==> config.mk <==
export PLATFORM = sky130hd
export DESIGN_NAME = pca_ram
export DESIGN_NICKNAME = d
export VERILOG_FILES = /design/src/rtl/core/pca_ram.sv
export SDC_FILE = /design/constraint.sdc
export NUM_CORES = 1
export LEC_CHECK = 0
export ABC_AREA = 1
export ABC_CLOCK_PERIOD_IN_PS = 1000
export BUFFER_PORTS_ARGS = -buffer_cell sky130_fd_sc_hd__buf_2
export CORE_MARGIN = 10
export CORE_UTILIZATION = 55
export DETAILED_ROUTE_END_ITERATION = 6
export MAX_ROUTING_LAYER = met4
export PLACE_DENSITY = 0.72
export SYNTH_ARGS = -nofsm -noshare
export SYNTH_HDL_FRONTEND = slang
export SYNTH_SLANG_ARGS = --single-unit
==> constraint.sdc <==
create_clock -name clk -period 1 [get_ports clk]
set_input_delay 0.15 -clock clk [delete_from_list [all_inputs] [get_ports clk]]
set_output_delay 0.15 -clock clk [all_outputs]
set_load 0.02 [all_outputs]
==> src/rtl/core/pca_ram.sv <==
`default_nettype none
module pca_ram #(
	parameter int WIDTH = 8,
	parameter int DEPTH = 16,
	parameter int ADDR_W = $clog2(DEPTH)
) (
	input  wire logic              clk,
	input  wire logic              we,
	input  wire logic [ADDR_W-1:0] waddr,
	input  wire logic [WIDTH-1:0]  wdata,
	input  wire logic [ADDR_W-1:0] raddr,
	output logic      [WIDTH-1:0]  rdata
);

	logic [WIDTH-1:0] mem [DEPTH];

	// write port
	always_ff @(posedge clk) begin
		if (we) begin
			mem[waddr] <= wdata;
		end
	end

	// registered read port
	always_ff @(posedge clk) begin
		rdata <= mem[raddr];
	end

endmodule
`default_nettype wire

==> qor_table.md, run 1 <==
| Metric | This run | Unit |
| --- | --- | --- |
| Max Transition Viols Final | 0 | - |
| Mux cell area share after synthesis | 0 | - |
| Critical path buffers and inverters | 1 | - |
| Clock period minus final worst setup slack | 1.14 | ns |
| Wire length of the first global-routing pass | 21,200 | um |
| Capturing element type of the critical path | primary output | - |
| Register clock-pin slew on the reported worst setup and hold paths | 0.06 | ns |
| Effective utilization at floorplan | 0.561 | - |
| Htree depth | 4 | - |
| Top fanout value on the critical path | 1 | - |
| NumNets Final | 626 | - |
| Area share of xor/xnor cells in the synthesized design | 0 | - |
| Largest net degree at the start of global routing | 25 | - |
| Result of the run | finished, violations left | - |
| Count of filler cells inserted in the layout | 727 | - |
| Unrepaired setup endpoints after global routing | true | - |
| Residual DRC count | 0 | - |
| Crit path arrival time | 0.99 | ns |
| Area growth syn-to-layout | 23.3 | % |
| Compound-gate portion of the synthesized area | 0 | - |
| Max-capacitance violation count | 0 | - |
| Mean post-synth cell area | 10.5 | sq um |
| Iteration-0 DRC count of the detailed router | 476 | - |
| Sequential-to-total area share from yosys stat | 0.694 | - |
| IR drop worst, VDD | 1.19 | mV |
| Worst-Skew Late Latency | 0.53 | ns |
| WL/cell | 17.5 | um |
| CP max stage delay | 0.34 | ns |
| Kind of launch point of the worst setup path | flip-flop | - |
| Slew at the pin closest to its max-slew limit | 0.416 | ns |
| Total area of multi-input combinational cells | 1340 | sq um |
| HPWL after detailed placement | 8670 | um |
| Mapped Area | 5770 | sq um |
| Register area | 4010 | sq um |
| Power per Cell Area | 1890 | nW/um^2 |
| Core Box Area | 10,300 | sq um |
| Final antenna-violating net count | 0 | - |
| Clock Skew | 0.00782 | ns |
| Routed WL | 13,300 | um |
| Net count after synthesis | 569 | - |
| Maximum number of buffers from clock root to sink | 2 | - |
| Count of state elements after synthesis | 136 | - |
| Fmax | 877 | MHz |
| Main combinational cell family by area after synthesis | simple AND/OR/NAND/NOR gates | - |
| Area fraction in and, or, nand and nor cells after synthesis | 0.210 | - |
| Hold_ws | 0.0371 | ns |
| Leakage power total | 3.08 | nW |
| Root buffer cell | sky130_fd_sc_hd__clkbuf_8 | - |
| Final Total Pwr | 0.0134 | W |
| GRT Resource Usage Total | 0.194 | - |
| Number of antenna violations at the first check in global routing | 0 | - |
| Cells after synthesis | 551 | - |
| Required time reported for the critical path endpoint | 0.85 | ns |
| Synth warnings | 0 | - |
| Clock sink count | 136 | - |
| Slew Limit Headroom | 0.722 | - |
| Dominant delay contributor by cell family on the critical path | flip-flops | - |
| Antenna diode instance count | 0 | - |
| Remaining global-route overflow | 0 | - |
| Y dimension of the die | 122 | um |
| Number of global-route vias before repair | 4,029 | - |
| Count of vias placed by the detailed router | 3,994 | - |
| Worst Setup Slack, final | -0.140 | ns |
| Number of I/O pins | 26 | - |
| Cell Chain, Critical Path | buf_6 | - |
| Full die area | 15,000 | sq um |
| Final Hold Vio Count | 0 | - |
| Failing checks | setup timing | - |
| Worst setup path category | flip-flop to primary output | - |
| Share of cells above drive strength 1 | 0.214 | - |
| Cts bufs inserted | 17 | - |
| Adder and majority gate portion of the synthesized area | 0 | - |
| Die W | 122 | um |
| Slowest-stage cell, CP | sky130_fd_sc_hd__dfxtp_2 | - |
| TritonCTS clock tree | built | - |
| Final setup violation count | 8 | - |
| Avg Vias per Cell | 5.28 | - |
| Number of optimization iterations in the first detailed-route pass | 6 | - |
| Final Wtd Congestion | 0.848 | - |
| Final period util | 1.14 | - |
| Number of distinct library cell variants in the gate-level netlist after synthesis | 12 | - |
| Tightest Hold Check Type | input pin to flip-flop | - |
| Number of buffer cells added on primary ports | 25 | - |
| Std cell rows | 37 | - |
## layer usage
| layer | routed length (um) | track usage | vias to the layer above |
|---|---|---|---|
| met5 | 0 | - | - |
| met4 | 245 | 0.0714 | 0 |
| met3 | 989 | 0.0487 | 29 |
| met2 | 6500 | 0.306 | 201 |
| met1 | 5540 | 0.237 | 1873 |
| li1 | - | - | 1891 |
## cells in the final DEF (no fill, tap or decap), drive strengths merged
cell type      n
dlygate4sd3    1
edfxtp       128
clkinvlp       4
dfxtp          8
nand2        173
clkbuf        19
buf           61
nand3b         2
nor2          17
inv          104
nand3         97
bufinv         2
clkinv         5
## path summary, 6_finish.rpt
check             cells past startpoint  slack (ns)    endpoint      start
hold reg to reg                       6        0.67    rdata[2]  mem[7][2]
setup / recovery                      1       -0.14    rdata[1]   rdata[1]
hold / removal                        1        0.04  mem[10][0]   wdata[0]
setup reg to reg                      6        0.04    rdata[3]  mem[3][3]
## timing repair
item	in CTS	in global routing
hold buffers	1	0
buffers inserted	0	0
hold endpoints to repair	16	0
pin swaps	1	13
gates cloned	0	0
endpoints found under the setup margin	11	16
resized for setup	26	23
## synth_stat cells
| library cell | n | area [sq um] |
|---|---|---|
| sky130_fd_sc_hd__inv_1 | 100 | 375 |
| sky130_fd_sc_hd__nand2_1 | 173 | 649 |
| sky130_fd_sc_hd__nand3_1 | 97 | 485 |
| sky130_fd_sc_hd__dfxtp_1 | 8 | 160 |
| sky130_fd_sc_hd__nor2_1 | 17 | 63.8 |
| sky130_fd_sc_hd__inv_2 | 2 | 7.51 |
| sky130_fd_sc_hd__nand3b_1 | 2 | 15.0 |
| sky130_fd_sc_hd__buf_2 | 13 | 65.1 |
| sky130_fd_sc_hd__edfxtp_1 | 128 | 3840 |
| sky130_fd_sc_hd__buf_6 | 6 | 67.6 |
| sky130_fd_sc_hd__buf_1 | 1 | 3.75 |
| sky130_fd_sc_hd__buf_4 | 4 | 30.0 |
## cell type report
class                      count  share of cell area
sequential                   136               0.565
clock inverter                13              0.0208
tap                          136              0.0239
inverter                     102              0.0539
timing repair buffer          62              0.0870
clock buffer                  19              0.0607
multi-input combinational    289               0.189
## cells by family (layout without fill, tap and decap cells)
family                 Yosys count  count (layout)
and+or+nand+nor                289             289
buffers and inverters          126             196
DFF                            136             136
## power breakdown
part           switching, W  total (W)  internal (W)  leakage (nW)
Combinational      0.000627   0.000997      0.000370          1.59
Clock               0.00235    0.00598       0.00363         0.271
Sequential        0.0000482    0.00643       0.00638          1.22
## registers in the layout (all words and copies together) (netlist names)
register  cells
mem         128
rdata         8
## metrics by stage
stage	util	setup TNS [ns]	instances	instance area, sq um	setup slack, ns
CTS	0.681	-1.11	757	7000	-0.160
detailed placement	0.617	-14.98	724	6340	-0.184
global route	0.692	-1.28	757	7110	-0.175
global placement	0.617	-11.09	724	6340	-0.178
floorplan	-	-8.04	551	5780	-0.101
finish	0.692	-0.973	757	7110	-0.140
(Power assumes the default switching activity.)
==> inputs of run 2 (changes only) <==
--- a/config.mk
+++ b/config.mk
@@ -8,6 +8,7 @@
 export ABC_AREA = 1
 export ABC_CLOCK_PERIOD_IN_PS = 1000
 export BUFFER_PORTS_ARGS = -buffer_cell sky130_fd_sc_hd__buf_2
+export CORE_ASPECT_RATIO = 0.75
 export CORE_MARGIN = 10
 export CORE_UTILIZATION = 55
 export DETAILED_ROUTE_END_ITERATION = 6
==> run 2 against run 1 <==
Compared with the run above:
- the run still ends with setup timing left
- clock-buffer cell count fell by 2
- final cell count fell by 0.79%
- cell area fell by 0.63%
- clock power rose by 7.9%
- wire length rose by 3.2%
- first-iteration DRC count rose by 13%
- largest cell class unchanged
- highest routed layer unchanged
==> qor_table.md, run 2 (synthesized netlist as in run 1, its figures left out) <==
| Metric | This run | Unit |
| --- | --- | --- |
| IR drop worst, VDD | 1.74 | mV |
| Critical path buffers and inverters | 1 | - |
| Commonest cells after routing, fill and taps aside | sky130_fd_sc_hd__nand2_1 (172), sky130_fd_sc_hd__edfxtp_1 (128), sky130_fd_sc_hd__inv_1 (96) | - |
| Internal power | 0.0109 | W |
| Core Box Area | 10,200 | sq um |
| HPWL after detailed placement | 8780 | um |
| Crit path arrival time | 0.91 | ns |
| Share of cells above drive strength 1 | 0.220 | - |
| Max Transition Viols Final | 0 | - |
| Final period util | 1.06 | - |
| Full die area | 15,000 | sq um |
| Antenna diode instance count | 0 | - |
| Setup TNS | -0.0847 | ns |
| Clock sink count | 136 | - |
| Worst R2R Start | mem[9][3] | - |
| Critical register-to-register path endpoint | rdata[3] | - |
| Switching power of the nets | 0.00302 | W |
| Largest register FFs | 128 | - |
| Dominant delay contributor by cell family on the critical path | flip-flops | - |
| Final Total Pwr | 0.0139 | W |
| Pre-CTS worst setup slack | -0.197 | ns |
| Logic depth of the worst path, buffers included | 1 | - |
| Leakage power total | 3.07 | nW |
| Root buffer cell | sky130_fd_sc_hd__clkbuf_16 | - |
| Buffer count from post-CTS setup fixing | 0 | - |
| Final antenna-violating net count | 0 | - |
| Leading cell type in the layout, fill and taps excluded | sky130_fd_sc_hd__nand2_1 | - |
| Slew Limit Headroom | 0.716 | - |
| Sequential share of power | 0.463 | - |
| Fmax | 944 | MHz |
| Count of vias placed by the detailed router | 3,969 | - |
| Slew at the pin closest to its max-slew limit | 0.426 | ns |
| Y dimension of the die | 109 | um |
| Worst setup path category | flip-flop to primary output | - |
| Number of optimization iterations in the first detailed-route pass | 5 | - |
| Worst Setup Slack, final | -0.0590 | ns |
| Cts bufs inserted | 17 | - |
| Final setup violation count | 6 | - |
| Largest registers in the final layout | mem: 128 flops, rdata: 8 flops | - |
| Setup slack of the most critical reg-to-reg path | 0.03 | ns |
| Power per Cell Area | 1960 | nW/um^2 |
| Hold-critical path depth | 4 | - |
| Register clock-pin slew on the reported worst setup and hold paths | 0.06 | ns |
| Hold Path Sink | rdata[2] | - |
| Iteration-0 DRC count of the detailed router | 540 | - |
| Routed WL | 13,700 | um |
| Result of the run | finished, violations left | - |
| GRT Resource Usage Total | 0.192 | - |
| Clock power frac | 0.465 | - |
| Wire length of the first global-routing pass | 21,300 | um |
| TritonCTS clock tree | built | - |
| Worst Reg2Reg Path Length in Cells | 6 | - |
| Number of I/O pins | 26 | - |
| Count of filler cells inserted in the layout | 738 | - |
| Area growth syn-to-layout | 22.5 | % |
| Residual DRC count | 0 | - |
| NumNets Final | 620 | - |
| Tightest Hold Check Type | input pin to flip-flop | - |
| Cell Chain, Critical Path | buf_6 | - |
| Slowest-stage cell, CP | sky130_fd_sc_hd__dfxtp_2 | - |
| Unrepaired setup endpoints after global routing | true | - |
| Failing checks | setup timing | - |
| Number of global-route vias before repair | 3,870 | - |
| Clock period minus final worst setup slack | 1.06 | ns |
| Clock Skew | 0.00698 | ns |
| Capturing element type of the critical path | primary output | - |
| Required time reported for the critical path endpoint | 0.85 | ns |
| Final Wtd Congestion | 0.898 | - |
| Most flop-heavy register | mem | - |
| Die W | 138 | um |
| Hold path start | raddr[2] | - |
| Top fanout value on the critical path | 1 | - |
| Std cell rows | 32 | - |
| Effective utilization at floorplan | 0.563 | - |
| Switching Fraction | 0.218 | - |
| WL/cell | 18.3 | um |
| Number of buffer cells added on primary ports | 25 | - |
| Remaining global-route overflow | 0 | - |
| Combinational cell fraction of total power | 0.072 | - |
| CP max stage delay | 0.36 | ns |
| Avg Vias per Cell | 5.28 | - |
| Largest net degree at the start of global routing | 34 | - |
| Max-capacitance violation count | 0 | - |
| Maximum number of buffers from clock root to sink | 2 | - |
| Number of antenna violations at the first check in global routing | 0 | - |
| Htree depth | 4 | - |
| Final Hold Vio Count | 0 | - |
| Worst-Skew Late Latency | 0.42 | ns |
| Kind of launch point of the worst setup path | flip-flop | - |
## run 2: cell count changes in the layout (fill, tap and decap cells not counted), moves of 3 or more
| cell | before | now |
|---|---|---|
| sky130_fd_sc_hd__inv_2 | 3 | 6 |
| sky130_fd_sc_hd__inv_1 | 99 | 96 |
| sky130_fd_sc_hd__nand3_1 | 75 | 69 |
| sky130_fd_sc_hd__clkinv_2 | 1 | 5 |
| sky130_fd_sc_hd__clkinv_4 | 4 | 1 |
| sky130_fd_sc_hd__nand3_2 | 22 | 27 |
| sky130_fd_sc_hd__buf_12 | 13 | 8 |
## run 2: metal layers
| layer | GRT usage | wire [um] | share of wire | vias up |
|---|---|---|---|---|
| li1 | - | - | - | 1877 |
| met1 | 0.253 | 6040 | 0.44 | 1886 |
| met2 | 0.282 | 6300 | 0.46 | 178 |
| met3 | 0.0656 | 1200 | 0.088 | 28 |
| met4 | 0.0443 | 163 | 0.012 | 0 |
| met5 | - | 0 | 0 | - |
## run 2: how the worst max path moves through the flow
| stage | startpoint | end | slack [ns] |
|---|---|---|---|
| floorplan | waddr[2] | mem[10][0] | -0.10 |
| global placement | raddr[0] | rdata[3] | -0.17 |
| detailed placement | raddr[0] | rdata[6] | -0.20 |
| CTS | rdata[7] | rdata[7] | -0.06 |
| global route | rdata[7] | rdata[7] | -0.07 |
| finish | rdata[7] | rdata[7] | -0.06 |
## run 2: metrics by stage
| step | cells | hold slack [ns] | util | cell area [sq um] |
|---|---|---|---|---|
| global placement | 719 | 0.524 | 0.609 | 6240 |
| global route | 751 | 0.131 | 0.689 | 7060 |
| CTS | 751 | 0.101 | 0.677 | 6940 |
| detailed placement | 719 | 0.530 | 0.609 | 6240 |
| finish | 751 | 0.101 | 0.689 | 7060 |
| floorplan | 551 | 0.249 | - | 5780 |
## run 2: area by class of cell
cell class                 instances  area, sq um  share of cell area
clock inverter                    15          184              0.0260
multi-input combinational        289         1380               0.195
tap                              136          170              0.0241
clock buffer                      17          425              0.0602
sequential                       136         4010               0.568
timing repair buffer              56          508              0.0719
inverter                         102          383              0.0542
## run 2: timing repair
item                                    4_1_cts  5_1_grt
hold buffers                                  0        0
endpoints found under the setup margin       11       16
pin swaps                                     0        8
resized for setup                            30       28
## run 2: power groups by stage
stage,sequential [W],clock (W),combinational (W)
floorplan,0.00657,0,0.000454
global placement,0.00652,0,0.000873
detailed placement,0.00653,0,0.000890
CTS,0.00643,0.00648,0.000949
global route,0.00644,0.00675,0.00109
finish,0.00643,0.00645,0.000998
